--- config.mk ---
export PLATFORM = sky130hd
export DESIGN_NAME = nmea_rmc_time_extractor
export DESIGN_NICKNAME = d
export VERILOG_FILES = /design/src/hw/rtl/nrte_pkg.sv /design/src/hw/rtl/nmea_rmc_time_extractor.sv /design/src/hw/rtl/nrte_in_stage.sv /design/src/hw/rtl/nrte_token_parser.sv /design/src/hw/rtl/nrte_out_reg.sv
export SDC_FILE = /design/constraint.sdc
export NUM_CORES = 1
export LEC_CHECK = 0
export ABC_AREA = 1
export BUFFER_PORTS_ARGS = -buffer_cell sky130_fd_sc_hd__buf_2
export CORE_MARGIN = 8
export CORE_UTILIZATION = 25
export CTS_BUF_LIST = sky130_fd_sc_hd__clkbuf_4 sky130_fd_sc_hd__clkbuf_8
export CTS_CLUSTER_SIZE = 28
export DETAILED_ROUTE_END_ITERATION = 10
export PLACE_DENSITY = 0.37
export RECOVER_POWER = 50
export SYNTH_ARGS = -nofsm -noshare
export SYNTH_HDL_FRONTEND = slang
export SYNTH_SLANG_ARGS = --single-unit
--- constraint.sdc ---
create_clock -name clk -period 4.5 [get_ports clk]
set_input_delay 0.9 -clock clk [delete_from_list [all_inputs] [get_ports clk]]
set_output_delay 0.9 -clock clk [all_outputs]
set_load 0.02 [all_outputs]
--- src/hw/rtl/nrte_pkg.sv ---
// ----------------------------------------------------------------------------
// nrte_pkg
// Shared types, character codes and helpers for the RMC time extractor.
// ----------------------------------------------------------------------------
package nrte_pkg;

  typedef enum logic [2:0] {
    ST_NOT_RMC   = 3'd0,
    ST_BAD_TIME  = 3'd1,
    ST_BAD_CSUM  = 3'd2,
    ST_NOT_VALID = 3'd3,
    ST_ACCEPTED  = 3'd4,
    ST_END_MARK  = 3'd5
  } status_t;

  typedef enum logic [1:0] {
    FIX_NONE = 2'd0,
    FIX_A    = 2'd1,
    FIX_V    = 2'd2
  } fix_t;

  localparam logic [7:0] CH_DOLLAR = 8'h24;
  localparam logic [7:0] CH_G      = 8'h47;
  localparam logic [7:0] CH_P      = 8'h50;
  localparam logic [7:0] CH_R      = 8'h52;
  localparam logic [7:0] CH_M      = 8'h4D;
  localparam logic [7:0] CH_C      = 8'h43;
  localparam logic [7:0] CH_A      = 8'h41;
  localparam logic [7:0] CH_V      = 8'h56;
  localparam logic [7:0] CH_E      = 8'h45;
  localparam logic [7:0] CH_F      = 8'h46;
  localparam logic [7:0] CH_COMMA  = 8'h2C;
  localparam logic [7:0] CH_0      = 8'h30;
  localparam logic [7:0] CH_9      = 8'h39;
  localparam logic [7:0] CH_LA     = 8'h61;
  localparam logic [7:0] CH_LF     = 8'h66;

  localparam logic [4:0] HOUR_OFFSET_RESET = 5'd8;
  localparam logic [6:0] HOURS_PER_DAY     = 7'd24;
  localparam logic [6:0] MINUTES_PER_HOUR  = 7'd60;

  typedef struct packed {
    logic [7:0] byte_value;
    logic       token_end;
  } item_t;

  typedef struct packed {
    status_t    status;
    logic       have_time;
    logic [4:0] hour;
    logic [5:0] minute;
    logic [5:0] second;
  } result_t;

  function automatic logic [7:0] hdr_char(input logic [2:0] idx);
    logic [7:0] c;
    case (idx)
      3'd0: c = CH_DOLLAR;
      3'd1: c = CH_G;
      3'd2: c = CH_P;
      3'd3: c = CH_R;
      3'd4: c = CH_M;
      default: c = CH_C;
    endcase
    return c;
  endfunction

  // {valid, nibble}
  function automatic logic [4:0] hex_digit(input logic [7:0] c);
    logic [7:0] t;
    logic [4:0] r;
    r = 5'd0;
    if (c >= CH_0 && c <= CH_9) begin
      t = c - CH_0;
      r = {1'b1, t[3:0]};
    end else if (c >= CH_A && c <= CH_F) begin
      t = c - CH_A + 8'd10;
      r = {1'b1, t[3:0]};
    end else if (c >= CH_LA && c <= CH_LF) begin
      t = c - CH_LA + 8'd10;
      r = {1'b1, t[3:0]};
    end
    return r;
  endfunction

endpackage

--- src/hw/rtl/nmea_rmc_time_extractor.sv ---
// ----------------------------------------------------------------------------
// nmea_rmc_time_extractor
// Parses $GPRMC tokens byte by byte and reports the latest local time.
// ----------------------------------------------------------------------------
// Input channel: one byte per beat (byte_value, token_end) on in_valid /
// in_stall. token_end marks the last byte of a whitespace-delimited token.
// Output channel: one beat per token end on out_valid / out_stall, carrying
// status and the latest accepted time (have_time, out_hour/minute/second).
// Config: cfg_we writes cfg_wdata into hour_offset (reset value 8); write
// only while no beat is in flight.
// Path: an accepted byte waits in the input register; the parser state and,
// for a final byte, the result register update together when it is taken.
// Throughput: one byte per cycle unless a final byte is held; the running
// XOR and position counter update once per byte in a single register stage.
// Reset: rst (synchronous) clears all token state, the latest time and the
// stop flag, and empties both stages.
// Receiver stall: the result beat holds; a non-final byte still passes, a
// final byte waits in the input register, and in_stall rises behind it.
// ----------------------------------------------------------------------------
module nmea_rmc_time_extractor (
  input  logic       clk,
  input  logic       rst,
  input  logic       in_valid,
  output logic       in_stall,
  input  logic [7:0] byte_value,
  input  logic       token_end,
  input  logic       cfg_we,
  input  logic [4:0] cfg_wdata,
  output logic       out_valid,
  input  logic       out_stall,
  output logic [2:0] status,
  output logic       have_time,
  output logic [4:0] out_hour,
  output logic [5:0] out_minute,
  output logic [5:0] out_second
);

  nrte_pkg::item_t   item_in;
  nrte_pkg::item_t   item;
  nrte_pkg::result_t res;
  nrte_pkg::result_t res_q;
  logic              advance;
  logic              res_valid;
  logic              res_taken;

  assign item_in.byte_value = byte_value;
  assign item_in.token_end  = token_end;

  nrte_in_stage u_in (
    .clk      (clk),
    .rst      (rst),
    .in_valid (in_valid),
    .in_stall (in_stall),
    .item_in  (item_in),
    .res_busy (out_valid),
    .res_taken(res_taken),
    .advance  (advance),
    .item     (item)
  );

  nrte_token_parser u_parse (
    .clk      (clk),
    .rst      (rst),
    .cfg_we   (cfg_we),
    .cfg_wdata(cfg_wdata),
    .advance  (advance),
    .item     (item),
    .res_valid(res_valid),
    .res      (res)
  );

  nrte_out_reg u_out (
    .clk      (clk),
    .rst      (rst),
    .res_valid(res_valid),
    .res      (res),
    .out_valid(out_valid),
    .out_stall(out_stall),
    .res_taken(res_taken),
    .res_q    (res_q)
  );

  assign status     = res_q.status;
  assign have_time  = res_q.have_time;
  assign out_hour   = res_q.hour;
  assign out_minute = res_q.minute;
  assign out_second = res_q.second;

endmodule

--- src/hw/rtl/nrte_in_stage.sv ---
// ----------------------------------------------------------------------------
// nrte_in_stage
// Input register; feeds the parser; a final byte waits for result room.
// ----------------------------------------------------------------------------
module nrte_in_stage (
  input  logic           clk,
  input  logic           rst,
  input  logic           in_valid,
  output logic           in_stall,
  input  nrte_pkg::item_t item_in,
  input  logic           res_busy,
  input  logic           res_taken,
  output logic           advance,
  output nrte_pkg::item_t item
);

  logic held;
  logic held_next;

  // a byte that closes a token needs a free result slot
  assign advance  = held && (!item.token_end || !res_busy || res_taken);
  assign in_stall = held && !advance;

  always_comb begin
    held_next = held;
    if (advance) held_next = 1'b0;
    if (in_valid && !in_stall) held_next = 1'b1;
  end

  always_ff @(posedge clk) begin
    if (rst) begin
      held <= 1'b0;
    end else begin
      held <= held_next;
    end
  end

  always_ff @(posedge clk) begin
    if (in_valid && !in_stall) begin
      item <= item_in;
    end
  end

endmodule

--- src/hw/rtl/nrte_token_parser.sv ---
// ----------------------------------------------------------------------------
// nrte_token_parser
// Per-byte token state, checksum, time capture and end-of-token status.
// ----------------------------------------------------------------------------
module nrte_token_parser (
  input  logic              clk,
  input  logic              rst,
  input  logic              cfg_we,
  input  logic [4:0]        cfg_wdata,
  input  logic              advance,
  input  nrte_pkg::item_t   item,
  output logic              res_valid,
  output nrte_pkg::result_t res
);

  localparam logic [3:0] POS_FIRST  = 4'd0;
  localparam logic [3:0] POS_FIELD  = 4'd2;
  localparam logic [3:0] POS_XOR    = 4'd4;
  localparam logic [3:0] POS_HDR    = 4'd5;
  localparam logic [3:0] POS_COMMA  = 4'd6;
  localparam logic [3:0] POS_HH_T   = 4'd7;
  localparam logic [3:0] POS_HH_U   = 4'd8;
  localparam logic [3:0] POS_MM_T   = 4'd9;
  localparam logic [3:0] POS_MM_U   = 4'd10;
  localparam logic [3:0] POS_SS_T   = 4'd11;
  localparam logic [3:0] POS_SS_U   = 4'd12;
  localparam logic [3:0] POS_MAX    = 4'd15;
  localparam logic [5:0] TWO_DAYS   = 6'd48;

  logic [4:0]       hour_offset;
  logic [7:0]       tail_bytes [3];
  logic [3:0]       byte_position;
  logic             header_match;
  logic             time_fault;
  logic [4:0]       cand_hour;
  logic [5:0]       cand_minute;
  logic [5:0]       cand_second;
  logic [7:0]       xor_sum;
  nrte_pkg::fix_t   fix_mark;
  logic [4:0]       latest_hour;
  logic [5:0]       latest_minute;
  logic [5:0]       latest_second;
  logic             time_seen;
  logic             stopped;

  logic [7:0]       tail_bytes_next [3];
  logic [3:0]       byte_position_next;
  logic             header_match_next;
  logic             time_fault_next;
  logic [4:0]       cand_hour_next;
  logic [5:0]       cand_minute_next;
  logic [5:0]       cand_second_next;
  logic [7:0]       xor_sum_next;
  nrte_pkg::fix_t   fix_mark_next;
  logic [4:0]       latest_hour_next;
  logic [5:0]       latest_minute_next;
  logic [5:0]       latest_second_next;
  logic             time_seen_next;
  logic             stopped_next;
  nrte_pkg::status_t status_next;

  logic [7:0] b;
  logic [3:0] p;
  logic       is_digit;
  logic [7:0] b_off;
  logic [3:0] d;
  logic [6:0] tens;
  logic [6:0] two_val;
  logic [4:0] hex_hi;
  logic [4:0] hex_lo;
  logic [5:0] hour_sum;
  logic [5:0] hour_wrap;

  assign b        = item.byte_value;
  assign p        = byte_position;
  assign is_digit = (b >= nrte_pkg::CH_0) && (b <= nrte_pkg::CH_9);
  assign b_off    = b - nrte_pkg::CH_0;
  assign d        = b_off[3:0];
  assign hex_hi   = nrte_pkg::hex_digit(tail_bytes[2]);
  assign hex_lo   = nrte_pkg::hex_digit(b);

  always_comb begin
    case (p)
      POS_HH_U: tens = {2'b00, cand_hour};
      POS_MM_U: tens = {1'b0, cand_minute};
      default:  tens = {1'b0, cand_second};
    endcase
  end

  assign two_val = {tens[3:0], 3'b000} + {tens[5:0], 1'b0} + {3'b000, d};

  always_comb begin
    tail_bytes_next    = tail_bytes;
    byte_position_next = byte_position;
    header_match_next  = header_match;
    time_fault_next    = time_fault;
    cand_hour_next     = cand_hour;
    cand_minute_next   = cand_minute;
    cand_second_next   = cand_second;
    xor_sum_next       = xor_sum;
    fix_mark_next      = fix_mark;
    latest_hour_next   = latest_hour;
    latest_minute_next = latest_minute;
    latest_second_next = latest_second;
    time_seen_next     = time_seen;
    stopped_next       = stopped;
    status_next        = nrte_pkg::ST_NOT_RMC;
    hour_sum           = {1'b0, cand_hour} + {1'b0, hour_offset};
    hour_wrap          = hour_sum;

    if (!stopped) begin
      if (p == POS_FIRST && b == nrte_pkg::CH_E) stopped_next = 1'b1;
      if (p < POS_COMMA && b != nrte_pkg::hdr_char(p[2:0])) header_match_next = 1'b0;
      if (p == POS_COMMA && b != nrte_pkg::CH_COMMA) time_fault_next = 1'b1;
      if (p >= POS_HH_T && p <= POS_SS_U) begin
        if (!is_digit) begin
          time_fault_next = 1'b1;
        end else if (!time_fault) begin
          case (p)
            POS_HH_T: cand_hour_next = {1'b0, d};
            POS_HH_U: begin
              if (two_val >= nrte_pkg::HOURS_PER_DAY) time_fault_next = 1'b1;
              cand_hour_next = two_val[4:0];
            end
            POS_MM_T: cand_minute_next = {2'b00, d};
            POS_MM_U: begin
              if (two_val >= nrte_pkg::MINUTES_PER_HOUR) time_fault_next = 1'b1;
              cand_minute_next = two_val[5:0];
            end
            POS_SS_T: cand_second_next = {2'b00, d};
            POS_SS_U: begin
              if (two_val >= nrte_pkg::MINUTES_PER_HOUR) time_fault_next = 1'b1;
              cand_second_next = two_val[5:0];
            end
            default: ;
          endcase
        end
      end
      if (p >= POS_FIELD && tail_bytes[1] == nrte_pkg::CH_COMMA
          && b == nrte_pkg::CH_COMMA) begin
        if (tail_bytes[2] == nrte_pkg::CH_V) begin
          fix_mark_next = nrte_pkg::FIX_V;
        end else if (tail_bytes[2] == nrte_pkg::CH_A && fix_mark != nrte_pkg::FIX_V) begin
          fix_mark_next = nrte_pkg::FIX_A;
        end
      end
      if (p >= POS_XOR) xor_sum_next = xor_sum ^ tail_bytes[0];
      tail_bytes_next[0] = tail_bytes[1];
      tail_bytes_next[1] = tail_bytes[2];
      tail_bytes_next[2] = b;
      if (byte_position < POS_MAX) byte_position_next = byte_position + 4'd1;
    end

    hour_sum = {1'b0, cand_hour_next} + {1'b0, hour_offset};
    if (hour_sum >= TWO_DAYS) begin
      hour_wrap = hour_sum - TWO_DAYS;
    end else if (hour_sum >= nrte_pkg::HOURS_PER_DAY[5:0]) begin
      hour_wrap = hour_sum - nrte_pkg::HOURS_PER_DAY[5:0];
    end

    if (item.token_end) begin
      if (stopped_next) begin
        status_next = nrte_pkg::ST_END_MARK;
      end else if (!header_match_next || p < POS_HDR) begin
        status_next = nrte_pkg::ST_NOT_RMC;
      end else if (time_fault_next || p < POS_SS_U) begin
        status_next = nrte_pkg::ST_BAD_TIME;
      end else if (!hex_hi[4] || !hex_lo[4] || {hex_hi[3:0], hex_lo[3:0]} != xor_sum_next) begin
        status_next = nrte_pkg::ST_BAD_CSUM;
      end else if (fix_mark_next != nrte_pkg::FIX_A) begin
        status_next = nrte_pkg::ST_NOT_VALID;
      end else begin
        status_next        = nrte_pkg::ST_ACCEPTED;
        latest_hour_next   = hour_wrap[4:0];
        latest_minute_next = cand_minute_next;
        latest_second_next = cand_second_next;
        time_seen_next     = 1'b1;
      end
      if (!stopped_next) begin
        tail_bytes_next[0] = 8'd0;
        tail_bytes_next[1] = 8'd0;
        tail_bytes_next[2] = 8'd0;
        byte_position_next = POS_FIRST;
        header_match_next  = 1'b1;
        time_fault_next    = 1'b0;
        cand_hour_next     = 5'd0;
        cand_minute_next   = 6'd0;
        cand_second_next   = 6'd0;
        xor_sum_next       = 8'd0;
        fix_mark_next      = nrte_pkg::FIX_NONE;
      end
    end
  end

  assign res_valid     = advance && item.token_end;
  assign res.status    = status_next;
  assign res.have_time = time_seen_next;
  assign res.hour      = latest_hour_next;
  assign res.minute    = latest_minute_next;
  assign res.second    = latest_second_next;

  always_ff @(posedge clk) begin
    if (rst) begin
      hour_offset <= nrte_pkg::HOUR_OFFSET_RESET;
    end else if (cfg_we) begin
      hour_offset <= cfg_wdata;
    end
  end

  always_ff @(posedge clk) begin
    if (rst) begin
      tail_bytes[0] <= 8'd0;
      tail_bytes[1] <= 8'd0;
      tail_bytes[2] <= 8'd0;
      byte_position <= POS_FIRST;
      header_match  <= 1'b1;
      time_fault    <= 1'b0;
      cand_hour     <= 5'd0;
      cand_minute   <= 6'd0;
      cand_second   <= 6'd0;
      xor_sum       <= 8'd0;
      fix_mark      <= nrte_pkg::FIX_NONE;
      latest_hour   <= 5'd0;
      latest_minute <= 6'd0;
      latest_second <= 6'd0;
      time_seen     <= 1'b0;
      stopped       <= 1'b0;
    end else if (advance) begin
      tail_bytes    <= tail_bytes_next;
      byte_position <= byte_position_next;
      header_match  <= header_match_next;
      time_fault    <= time_fault_next;
      cand_hour     <= cand_hour_next;
      cand_minute   <= cand_minute_next;
      cand_second   <= cand_second_next;
      xor_sum       <= xor_sum_next;
      fix_mark      <= fix_mark_next;
      latest_hour   <= latest_hour_next;
      latest_minute <= latest_minute_next;
      latest_second <= latest_second_next;
      time_seen     <= time_seen_next;
      stopped       <= stopped_next;
    end
  end

endmodule

--- src/hw/rtl/nrte_out_reg.sv ---
// ----------------------------------------------------------------------------
// nrte_out_reg
// Result register; holds a beat until the receiver takes it.
// ----------------------------------------------------------------------------
module nrte_out_reg (
  input  logic              clk,
  input  logic              rst,
  input  logic              res_valid,
  input  nrte_pkg::result_t res,
  output logic              out_valid,
  input  logic              out_stall,
  output logic              res_taken,
  output nrte_pkg::result_t res_q
);

  logic out_valid_next;

  assign res_taken = out_valid && !out_stall;

  always_comb begin
    out_valid_next = out_valid;
    if (res_taken) out_valid_next = 1'b0;
    if (res_valid) out_valid_next = 1'b1;
  end

  always_ff @(posedge clk) begin
    if (rst) begin
      out_valid <= 1'b0;
      res_q     <= '0;
    end else begin
      out_valid <= out_valid_next;
      if (res_valid) res_q <= res;
    end
  end

endmodule

==> results of run 1 <==
==> cell families after synthesis <==
family,count (synthesis)
mux,7
compound gates,151
simple gates,496
fa+ha+maj,37
buf+inv,191
flops,113
xor+xnor,19
==> Yosys cell counts, types with 2 or more instances <==
cell / instances
nand2_1: 253
nor2_1: 105
nand3b_1: 2
o21ai_0: 36
a31oi_1: 2
fa_1: 4
nor3_1: 5
xor2_1: 16
clkinv_1: 3
nand3_1: 82
o21a_1: 15
buf_2: 4
buf_4: 2
o22ai_1: 11
a211oi_1: 17
edfxtp_1: 9
dfxtp_1: 104
buf_6: 4
o21ai_1: 3
o221ai_1: 5
inv_2: 12
mux2i_1: 6
inv_1: 133
xnor2_2: 2
ha_1: 33
a21oi_1: 55
nand4_1: 30
nor2_2: 4
clkbuf_1: 28
or2_2: 2
o21bai_1: 2
buf_1: 2
nand3_2: 6
==> state kept, by name (all words and copies together) (netlist names) <==
name                   flops
u_parse.cand_minute        6
u_parse.byte_position      4
u_parse.hour_offset        5
u_parse.time_seen          1
u_parse.tail_bytes        24
u_parse.cand_second        6
u_parse.header_match       1
u_parse.latest_minute      6
u_parse.stopped            1
u_in.held                  1
u_parse.fix_mark           2
u_out.out_valid            1
u_parse.cand_hour          5
u_parse.xor_sum            8
u_out.res_q               21
u_in.item                  9
u_parse.latest_hour        5
u_parse.latest_second      6
u_parse.time_fault         1
==> power groups by stage <==
| stage | sequential (W) | clock (W) | combinational, W |
|---|---|---|---|
| 2_1_floorplan | 0.00112 | 0 | 0.000204 |
| 6_report | 0.00109 | 0.000939 | 0.000313 |
| 5_1_grt | 0.00110 | 0.00102 | 0.000358 |
| 4_1_cts | 0.00109 | 0.000991 | 0.000313 |
| 3_5_place_dp | 0.00111 | 0 | 0.000312 |
| 3_3_place_gp | 0.00112 | 0 | 0.000314 |
==> repair_timing <==
item,4_1_cts,5_1_grt
endpoints found under the setup margin,0,10
resized for setup,0,23
buffers inserted,0,7
==> area by class of cell <==
class                      count  area, sq um
multi-input combinational    710         3880
fill                        3046        19400
tap                          378          473
clock buffer                  17          234
inverter                     150          571
sequential                   113         2350
clock inverter                15          134
timing repair buffer          81          470
==> tightest hold or removal path: cells and delay by family (launching register included) <==
kind / cells / cell delay, ns
flops: 1 / 0.31
compound gates: 1 / 0.06
buf+inv: 1 / 0.06
==> final timing paths <==
check	start	endpoint	slack (ns)	cells past startpoint
hold reg to reg	u_parse.time_seen$_SDFFE_PP0P_	u_parse.time_seen$_SDFFE_PP0P_	0.47	2
setup / recovery	u_parse.byte_position[0]$_SDFFE_PP0P_	u_parse.latest_hour[0]$_SDFFE_PP0P_	0.29	25
setup reg to reg	u_parse.byte_position[0]$_SDFFE_PP0P_	u_parse.latest_hour[0]$_SDFFE_PP0P_	0.29	25
hold / removal	u_parse.time_seen$_SDFFE_PP0P_	u_parse.time_seen$_SDFFE_PP0P_	0.47	2
==> per-layer routing <==
| layer | routed length (microns) | track usage [%] | vias to the layer above |
|---|---|---|---|
| met1 | 12300 | 20.7 | 2962 |
| met2 | 9100 | 19.6 | 98 |
| met3 | 583 | 1.91 | 8 |
| met5 | 0 | 0 | - |
| li1 | - | - | 3407 |
| met4 | 195 | 3.80 | 0 |
==> metrics by stage <==
step	utilization (%)	cell area (sq um)	setup TNS, ns	cells	power, W
final	29.4	8110	0	1464	0.00234
after global routing	29.4	8110	-0.170	1464	0.00248
after CTS	29.1	8020	0	1457	0.00240
after detailed placement	27.8	7650	0	1425	0.00143
after global placement	27.8	7650	0	1425	0.00143
after floorplan	-	6930	0	1014	0.00132
==> metrics.md, run 1 <==
| Metric | Value |
|---|---|
| Status | finished with violations |
| Failing checks | max-capacitance violations, max-slew violations |
| Flop pwr share | 46.6% |
| Mapped cell area | 0.00693 sq mm |
| Most common cell after layout, fill and taps aside | nand2_1 |
| Vias per inst | ~4.4 |
| Critical Path Sink Type | flop |
| Skew-Pair Late Insertion Delay | 0.44 ns |
| Initial antenna violation count | 0 |
| CP Max Fanout | 5 |
| Worst Tran Pin Value | 2.49 ns |
| Worst Path Required | 4.83 ns |
| DP Worst Slack | approximately 0.082 ns |
| Final hold slack | 0.474 ns |
| Worst setup margin | 0.295 ns |
| Internal power | 0.00157 W |
| Sw Ratio | between 30% and 40% |
| DR iter-0 viols | 494 |
| Clk sinks | 113 |
| Post-layout nets | 1129 |
| Synth Area in Simple Gates | between 30% and 40% |
| Crit path max-delay family | adder cells |
| Syn_area_per_cell | approximately 6.8 sq um |
| Die area | 0.0333 sq mm |
| Post-synth top flop | dfxtp_1 |
| Yosys top cell by area | dfxtp_1 |
| Initial Util | 25.1% |
| Hold Violations, Final | 0 |
| Worst path max stage delay | between 0.5 and 0.6 ns |
| Hold Buf Count CTS | 0 |
| Worst path bufs/invs | 5 |
| Synth Area in XOR/XNOR | 2.73% |
| Clock power share | about two fifths |
| CTS buffer count | 17 |
| Antenna Nets Post-Route | 0 |
| Largest net degree at the start of global routing | 47 |
| Via count | 6475 |
| Global Route Usage Sum | 13.7% |
| Die X | roughly 180 microns |
| Setup violations, final | 0 |
| H-tree levels | 4 |
| CTS root buffer | clkbuf_8 |
| WL final | 22200 microns |
| First-pass GRT wire length | 35900 microns |
| Crit path DAT | 4.53 ns |
| Synth Area in Adders | 7.11% |
| Ranking of synthesized cells by area | dfxtp_1 30%, nand2_1 14%, inv_1 7.2% |
| YS warnings | 0 |
| Ys async rst share | 0% |
| Final Max Slew Viols | 78 |
| Synthesized net count | 1070 |
| Max-cap violation count | 2 |
| Critical Path Slowest Stage Cell | fa_1 |
| Clock-pin slew on the worst setup and hold paths | 0.09 ns |
| Largest family of logic cells by synthesized area | simple AND/OR/NAND/NOR gates |
| Mux share of post-synthesis cell area | 1.03% |
| Setup Skew | 0.0259 ns |
| Die Span Y | 182 microns |
| Detail Placement HPWL | 16100 microns |
| DRC viols | 0 |
| Synth-to-layout area growth | 17.0% |
| Share of the synthesized area in the top cell type | 30.0% |
| Worst-case clock buffer depth | 2 |
| Psw | a little under 0.0008 W |
| IO Pins | 42 |
| Syn Inst Count | 1014 |
| Num rows | 61 |
| Peak supply drop | 0.167 mV |
| Total gr overflow | 0 |
| Register area share after synthesis | 33.9% |
| # port buffers | 41 |
| Worst min path class | reg2reg |
| Slew headroom | -66.3% |
| PD cells | 289 mW/mm^2 |
| Share of layout cells above drive strength 1 | around 12% |
| WS Path Type | reg2reg |
| DR WL/cell | 15.1 microns |
| Vias in the first global route | 6237 |
| CP Launch Type | flop |
| Leakage Power | 3.72 nW |
| Synth Area in Compound Gates | 12.9% |
| Number of antenna diodes | 0 |
| Fmax | ~240 MHz |
| Post-synth EDFFs | 9 |
| Tmin final | 4.21 ns |
| Crit share post-route | 93.4% |
| CTS tree | built |
| Flops & latches, synth | 113 |
| First-pass DRT Iterations | 6 |
| Combinational share of power | a little over an eighth |
| Core ar. | around 0.028 sq mm |
| Gpl congestion | 0.771 |
| Most frequent cells in the layout | 251 x nand2_1, 131 x inv_1, 105 x nor2_1, 104 x dfxtp_1, 81 x nand3_1 |
| Synth unique cells | 50 |
No activity file was read; power rests on OpenSTA's default activity.
==> run 2: changes to the inputs <==
--- a/config.mk
+++ b/config.mk
@@ -9,7 +9,7 @@
 export BUFFER_PORTS_ARGS = -buffer_cell sky130_fd_sc_hd__buf_2
 export CORE_MARGIN = 8
 export CORE_UTILIZATION = 25
-export CTS_BUF_LIST = sky130_fd_sc_hd__clkbuf_4 sky130_fd_sc_hd__clkbuf_8
+export CTS_BUF_LIST = sky130_fd_sc_hd__clkbuf_16
 export CTS_CLUSTER_SIZE = 28
 export DETAILED_ROUTE_END_ITERATION = 10
 export PLACE_DENSITY = 0.37
==> run 2 against run 1 <==
Effect of this change:
- via count decreased by 0.19%
- non-clock buffer count unchanged
- highest routed layer unchanged
- utilization increased by 0.69 points
- register-to-register slack about the same
- the run still ends with max-capacitance violations, max-slew violations left
- sequential share of layout area decreased by 0.67 points
- maximum frequency increased by 0.22%
- global-route usage increased by 0.088 points
- largest cell class unchanged
- first-iteration DRC count decreased by 9.3%
- worst setup slack improved by 0.0093 ns
- final area increased by 2.4%
==> metrics.md, run 2 (synthesis gave the netlist of run 1 again) <==
| Metric | Value |
|---|---|
| Tmin final | 4.20 ns (was 4.21 ns) |
| Final instance area | 0.00830 sq mm (was 0.00811 sq mm) |
| Initial antenna violation count | 0 (unchanged) |
| Number of antenna diodes | 0 (unchanged) |
| Crit share post-route | 93.2% (was 93.4%) |
| Num rows | 61 (unchanged) |
| Final hold slack | 0.470 ns (was 0.474 ns) |
| Status | finished with violations (unchanged) |
| Total Power | 0.00273 W (was 0.00234 W) |
| Worst Path Required | 4.81 ns (was 4.83 ns) |
| First-pass GRT wire length | 36100 microns (was 35900 microns) |
| Hold Violations, Final | 0 (unchanged) |
| Max-cap violation count | 2 (unchanged) |
| Setup Skew | 0.0213 ns (was 0.0259 ns) |
| Largest net degree at the start of global routing | 47 (unchanged) |
| Post-Place Cells | 1425 (unchanged) |
| First-pass DRT Iterations | 5 (was 6) |
| Largest Register | u_parse.tail_bytes (unchanged) |
| Max reg flops | 24 (unchanged) |
| IO Pins | 42 (unchanged) |
| Leakage Power | 3.81 nW (was 3.72 nW) |
| Worst-case clock buffer depth | 2 (unchanged) |
| PD cells | 328 mW/mm^2 (was 289 mW/mm^2) |
| Detail Placement HPWL | 16100 microns (unchanged) |
| Failing checks | max-capacitance violations, max-slew violations (unchanged) |
| Antenna Nets Post-Route | 0 (unchanged) |
| Initial Util | 25.1% (unchanged) |
| WL final | 22200 microns (about the same) |
| Die Span Y | 182 microns (unchanged) |
| Critical Path Sink Type | flop (unchanged) |
| WHS Path Cells | 2 (unchanged) |
| Most common cell after layout, fill and taps aside | nand2_1 (unchanged) |
| H-tree levels | 4 (unchanged) |
| Worst Tran Pin Value | 2.48 ns (was 2.49 ns) |
| Fmax | 238 MHz (about the same) |
| Die area | 0.0333 sq mm (unchanged) |
| Skew-Pair Late Insertion Delay | 0.42 ns (was 0.44 ns) |
| CP Launch Type | flop (unchanged) |
| Final Max Slew Viols | 78 (unchanged) |
| WS Path Type | reg2reg (unchanged) |
| Worst min path class | reg2reg (unchanged) |
| Largest regs | u_parse.tail_bytes x24, u_out.res_q x21, u_in.item x9 (unchanged) |
| Fin cells | 1464 (unchanged) |
| Die X | 182 microns (unchanged) |
| Setup slack, reg-to-reg | 0.30 ns (was 0.29 ns) |
| Reg2reg end | u_parse.latest_hour[0]$_SDFFE_PP0P_ (unchanged) |
| CTS buffer count | 17 (unchanged) |
| DR WL/cell | 15.2 microns (was 15.1 microns) |
| HP Start | u_parse.time_seen$_SDFFE_PP0P_ (unchanged) |
| Most frequent cells in the layout | 251 x nand2_1, 131 x inv_1, 105 x nor2_1, 104 x dfxtp_1, 81 x nand3_1 (unchanged) |
| Vias per inst | 4.41 (was 4.42) |
| Fill count | 3028 (was 3046) |
| DP Area | 0.00765 sq mm (unchanged) |
| Peak supply drop | 0.206 mV (was 0.167 mV) |
| Hold Buf Count CTS | 0 (unchanged) |
| Share of layout cells above drive strength 1 | 12.2% (unchanged) |
| DR iter-0 viols | 448 (was 494) |
| Gpl congestion | 0.771 (unchanged) |
| RR Startpoint | u_parse.byte_position[1]$_SDFFE_PP0P_ (was u_parse.byte_position[0]$_SDFFE_PP0P_) |
| Post-layout nets | 1129 (unchanged) |
| Worst Hold End | u_parse.time_seen$_SDFFE_PP0P_ (unchanged) |
| Clk sinks | 113 (unchanged) |
| Clock-pin slew on the worst setup and hold paths | 0.06 ns (was 0.09 ns) |
| CTS root buffer | clkbuf_16 (was clkbuf_8) |
| Slew headroom | -65.6% (was -66.3%) |
| Global Route Usage Sum | 13.7% (about the same) |
| Worst setup margin | 0.304 ns (was 0.295 ns) |
| Reg2Reg Depth | 25 (unchanged) |
| CP Max Fanout | 5 (unchanged) |
| Crit path DAT | 4.50 ns (was 4.53 ns) |
| Vias in the first global route | 6277 (was 6237) |
| Total gr overflow | 0 (unchanged) |
| # port buffers | 41 (unchanged) |
| CTS tree | built (unchanged) |
| DP Worst Slack | 0.0821 ns (unchanged) |
| DRC viols | 0 (unchanged) |
| Core ar. | 0.0276 sq mm (unchanged) |
| Setup violations, final | 0 (unchanged) |
| Synth-to-layout area growth | 19.8% (was 17.0%) |
| Via count | 6463 (was 6475) |
==> run 2: layout make-up <==
class / instances / area, sq um / share of cell area, %
Timing Repair Buffer: 81 / 470 / 5.67
Inverter: 150 / 571 / 6.87
Multi-Input combinational cell: 710 / 3880 / 46.7
Clock inverter: 15 / 134 / 1.61
Sequential cell: 113 / 2350 / 28.3
Tap cell: 378 / 473 / 5.70
Clock buffer: 17 / 425 / 5.12
==> run 2: metrics by stage <==
| stage | utilization (%) | setup TNS (ns) |
|---|---|---|
| after floorplan | - | 0 |
| after global placement | 27.8 | 0 |
| after detailed placement | 27.8 | 0 |
| after CTS | 29.8 | 0 |
| after global routing | 30.1 | -0.129 |
| final | 30.1 | 0 |
==> run 2: per-layer routing <==
| layer | vias to the layer above | routed length (microns) | GRT usage [%] |
|---|---|---|---|
| met1 | 2941 | 12200 | 20.6 |
| met2 | 102 | 9100 | 19.7 |
| met3 | 13 | 668 | 2.03 |
| met5 | - | 0 | 0 |
| met4 | 0 | 253 | 4.00 |
| li1 | 3407 | - | - |
==> run 2: worst max path at each step <==
stage / startpoint / end / slack, ns / cells past startpoint
final: u_parse.byte_position[1]$_SDFFE_PP0P_ / u_parse.latest_hour[0]$_SDFFE_PP0P_ / 0.30 / 25
after global routing: u_parse.byte_position[0]$_SDFFE_PP0P_ / u_out.res_q[12]$_SDFFE_PP0P_ / -0.03 / 25
after CTS: u_parse.byte_position[0]$_SDFFE_PP0P_ / u_out.res_q[14]$_SDFFE_PP0P_ / 0.05 / 25
after detailed placement: u_parse.byte_position[0]$_SDFFE_PP0P_ / u_out.res_q[14]$_SDFFE_PP0P_ / 0.08 / 25
after global placement: u_parse.byte_position[0]$_SDFFE_PP0P_ / u_parse.latest_hour[0]$_SDFFE_PP0P_ / 0.19 / 24
after floorplan: u_parse.byte_position[0]$_SDFFE_PP0P_ / u_out.res_q[12]$_SDFFE_PP0P_ / 0.09 / 24
==> run 2: power breakdown <==
group | total, W | leakage (nW) | switching [W] | internal [W]
Sequential | 0.00109 | 0.937 | 0.0000362 | 0.00106
Clock | 0.00132 | 0.270 | 0.000590 | 0.000730
Combinational | 0.000313 | 2.60 | 0.000204 | 0.000108
Total | 0.00273 | 3.81 | 0.000830 | 0.00190
==> run 2: critical path, cell delays in order, from the launching register on <==
cell and delay, ns:
dfxtp_1 0.41, inv_2 0.08, ha_4 0.17, nand3_4 0.09, nand2_2 0.08, inv_2 0.10
nand2_1 0.07, o221ai_2 0.08, ha_1 0.27, ha_1 0.23, fa_1 0.57, inv_1 0.06
o221ai_1 0.18, o21ai_1 0.09, inv_1 0.10, ha_1 0.23, a21oi_1 0.12, o21ai_1 0.09
xor2_1 0.24, nand2_1 0.10, nand2_2 0.09, mux2_2 0.34, nand4_1 0.11, nand3_1 0.09
nand2_1 0.07, inv_1 0.04
==> run 2: what timing repair did <==
action,4_1_cts,5_1_grt
hold endpoints to repair,0,0
endpoints found under the setup margin,0,10
gates resized for setup,0,23
buffers inserted,0,7
==> run 3: changes to the inputs <==
==> constraint.sdc (replaced) <==
create_clock -name clk -period 4.5 [get_ports clk]
set_input_delay 0.225 -clock clk [delete_from_list [all_inputs] [get_ports clk]]
set_output_delay 0.225 -clock clk [all_outputs]
set_load 0.02 [all_outputs]
==> run 3 against run 2 <==
Effect of this change:
- the run now ends clean
- maximum frequency decreased by 0.71%
- largest power group unchanged
- wire length rose by 0.47%
- clock skew down 0.0075 ns
- worst setup slack worse by 0.030 ns
- critical path type unchanged
- power rose by 5.9%
- first-iteration DRC count is 1.8% lower
- non-clock buffer count rose by 11
==> metrics.md, run 3 (synthesis gave the netlist of run 1 again) <==
| Metric | Value |
|---|---|
| Status | complete, no violations (was finished with violations) |
| Worst path max stage delay | 0.53 ns (was 0.57 ns) |
| Psw | 0.000820 W (was 0.000830 W) |
| DP Worst Slack | 0.107 ns (was 0.0821 ns) |
| Initial antenna violation count | 0 (unchanged) |
| Synth-to-layout area growth | 23.0% (was 19.8%) |
| Initial Util | 25.1% (unchanged) |
| CP Cell Sequence | inv_4 > ha_4 > nand3_4 > buf_6 > o22ai_2 > a21oi_2 > fa_1 > inv_1 > fa_1 > inv_2 > o221ai_2 > o21ai_1 > inv_1 > ha_1 > a21oi_1 > o21ai_1 > xor2_1 > nand2_1 > nand2_2 > mux2_2 > nand4_1 > nand3_1 > nand2_1 > inv_1 |
| DR iter-0 viols | 440 (was 448) |
| Total Power | 0.00289 W (was 0.00273 W) |
| Worst min path class | in2reg (was reg2reg) |
| Slew headroom | 22.0% (was -65.6%) |
| PD cells | 339 mW/mm^2 (was 328 mW/mm^2) |
| CTS root buffer | clkbuf_16 (unchanged) |
| Clock power share | 50.9% (was 48.4%) |
| Worst Tran Pin Value | 1.17 ns (was 2.48 ns) |
| DRC viols | 0 (unchanged) |
| Fin cells | 1475 (was 1464) |
| Critical Path Sink Type | flop (unchanged) |
| Worst setup margin | 0.274 ns (was 0.304 ns) |
| Flop pwr share | 37.9% (was 40.1%) |
| Fmax | 237 MHz (was 238 MHz) |
| Total gr overflow | 0 (unchanged) |
| Most used cell, CP | inv_1 |
| IO Pins | 42 (unchanged) |
| Die area | 0.0333 sq mm (unchanged) |
| CTS tree | built (unchanged) |
| Skew-Pair Late Insertion Delay | 0.42 ns (about the same) |
| Most common cell after layout, fill and taps aside | nand2_1 (unchanged) |
| Share of layout cells above drive strength 1 | 13.5% (was 12.2%) |
| Combinational share of power | 11.2% (was 11.5%) |
| Crit share post-route | 93.9% (was 93.2%) |
| Setup violations, final | 0 (unchanged) |
| Setup Skew | 0.0138 ns (was 0.0213 ns) |
| Tmin final | 4.23 ns (was 4.20 ns) |
| Worst path bufs/invs | 6 (was 5) |
| Worst Path Required | 4.82 ns (was 4.81 ns) |
| CTS buffer count | 17 (unchanged) |
| Largest Register | u_parse.tail_bytes (unchanged) |
| WS Path Type | reg2reg (unchanged) |
| Number of antenna diodes | 0 (unchanged) |
| Critical Path Slowest Stage Cell | fa_1 (unchanged) |
| Max reg flops | 24 (unchanged) |
| Antenna Nets Post-Route | 0 (unchanged) |
| Clk sinks | 113 (unchanged) |
| Crit path DAT | 4.55 ns (was 4.50 ns) |
| Global Route Usage Sum | 13.7% (about the same) |
| RSZ-0062 raised after global routing | false |
| Post-Place Cells | 1427 (was 1425) |
| Leakage Power | 3.91 nW (was 3.81 nW) |
| Crit path max-delay family | adder cells (unchanged) |
| Die X | 182 microns (unchanged) |
| H-tree levels | 4 (unchanged) |
| First-pass DRT Iterations | 5 (unchanged) |
| Post-layout nets | 1140 (was 1129) |
| Largest net degree at the start of global routing | 47 (unchanged) |
| Gpl congestion | 0.783 (was 0.771) |
| Final hold slack | 0.0172 ns (was 0.470 ns) |
| Sw Ratio | 28.4% (was 30.5%) |
| Largest regs | u_parse.tail_bytes x24, u_out.res_q x21, u_in.item x9 (unchanged) |
| Via count | 6526 (was 6463) |
| Vias per inst | 4.42 (was 4.41) |
| Hold Violations, Final | 0 (unchanged) |
| Die Span Y | 182 microns (unchanged) |
| WL final | 22300 microns (was 22200 microns) |
| Max-cap violation count | 0 (was 2) |
| Final Max Slew Viols | 0 (was 78) |
| Most frequent cells in the layout | 249 x nand2_1, 129 x inv_1, 105 x nor2_1, 101 x dfxtp_1, 81 x nand3_1 (was 251 x nand2_1, 131 x inv_1, 105 x nor2_1, 104 x dfxtp_1, 81 x nand3_1) |
| CP Launch Type | flop (unchanged) |
| Vias in the first global route | 6366 (was 6277) |
| Setup TNS | 0 ns (unchanged) |
| Core ar. | 0.0276 sq mm (unchanged) |
| # port buffers | 41 (unchanged) |
| First-pass GRT wire length | 36000 microns (was 36100 microns) |
| DR WL/cell | 15.1 microns (was 15.2 microns) |
| Internal power | 0.00207 W (was 0.00190 W) |
| Peak supply drop | 0.210 mV (was 0.206 mV) |
| CP Max Fanout | 6 (was 5) |
| Clock-pin slew on the worst setup and hold paths | 0.07 ns (was 0.06 ns) |
| Num rows | 61 (unchanged) |
| Worst-case clock buffer depth | 2 (unchanged) |
| Detail Placement HPWL | 15900 microns (was 16100 microns) |
run 3: worst paths after layout:
check                                              from                                   to  slack (ns)  cells past startpoint
hold / removal                             cfg_wdata[4]  u_parse.hour_offset[4]$_SDFFE_PP0P_        0.02                      3
hold reg to reg          u_parse.time_seen$_SDFFE_PP0P_       u_parse.time_seen$_SDFFE_PP0P_        0.46                      2
setup reg to reg  u_parse.byte_position[1]$_SDFFE_PP0P_         u_out.res_q[12]$_SDFFE_PP0P_        0.27                     24
setup / recovery  u_parse.byte_position[1]$_SDFFE_PP0P_         u_out.res_q[12]$_SDFFE_PP0P_        0.27                     24
run 3: layout make-up:
cell class                 count  area [sq um]
clock inverter                15           196
multi-input combinational    710          3900
sequential                   113          2360
inverter                     150           576
timing repair buffer          92           592
tap                          378           473
fill                        3068         19000
clock buffer                  17           425
run 3: repair_timing:
action                                  in CTS  in global routing
endpoints found under the hold margin        9                  0
resized for setup                            0                 36
endpoints found under the setup margin       0                 10
hold buffers                                 9                  0
buffers inserted                             0                  7
run 3: tightest hold or removal path: stages:
cell,delay [ns]
buf_2,0.07
nor2_1,0.03
nor2_1,0.08
run 3: metrics by stage:
stage	util, %	area, sq um
detailed placement	27.8	7660
finish	30.9	8520
floorplan	-	6930
CTS	30.4	8370
global route	30.9	8520
global placement	27.8	7660
run 3: layer usage:
layer	wire length, microns	vias up	global-route usage (%)
li1	-	3431	-
met1	12200	2997	20.3
met2	9280	89	20.0
met3	730	9	2.57
met4	153	0	3.35
met5	0	-	0
run 3: power groups by stage:
| stage | logic, W | registers, W | clock network, W |
|---|---|---|---|
| 2_1_floorplan | 0.000204 | 0.00112 | 0 |
| 3_3_place_gp | 0.000316 | 0.00112 | 0 |
| 3_5_place_dp | 0.000313 | 0.00111 | 0 |
| 4_1_cts | 0.000320 | 0.00109 | 0.00152 |
| 5_1_grt | 0.000366 | 0.00110 | 0.00155 |
| 6_report | 0.000324 | 0.00109 | 0.00147 |
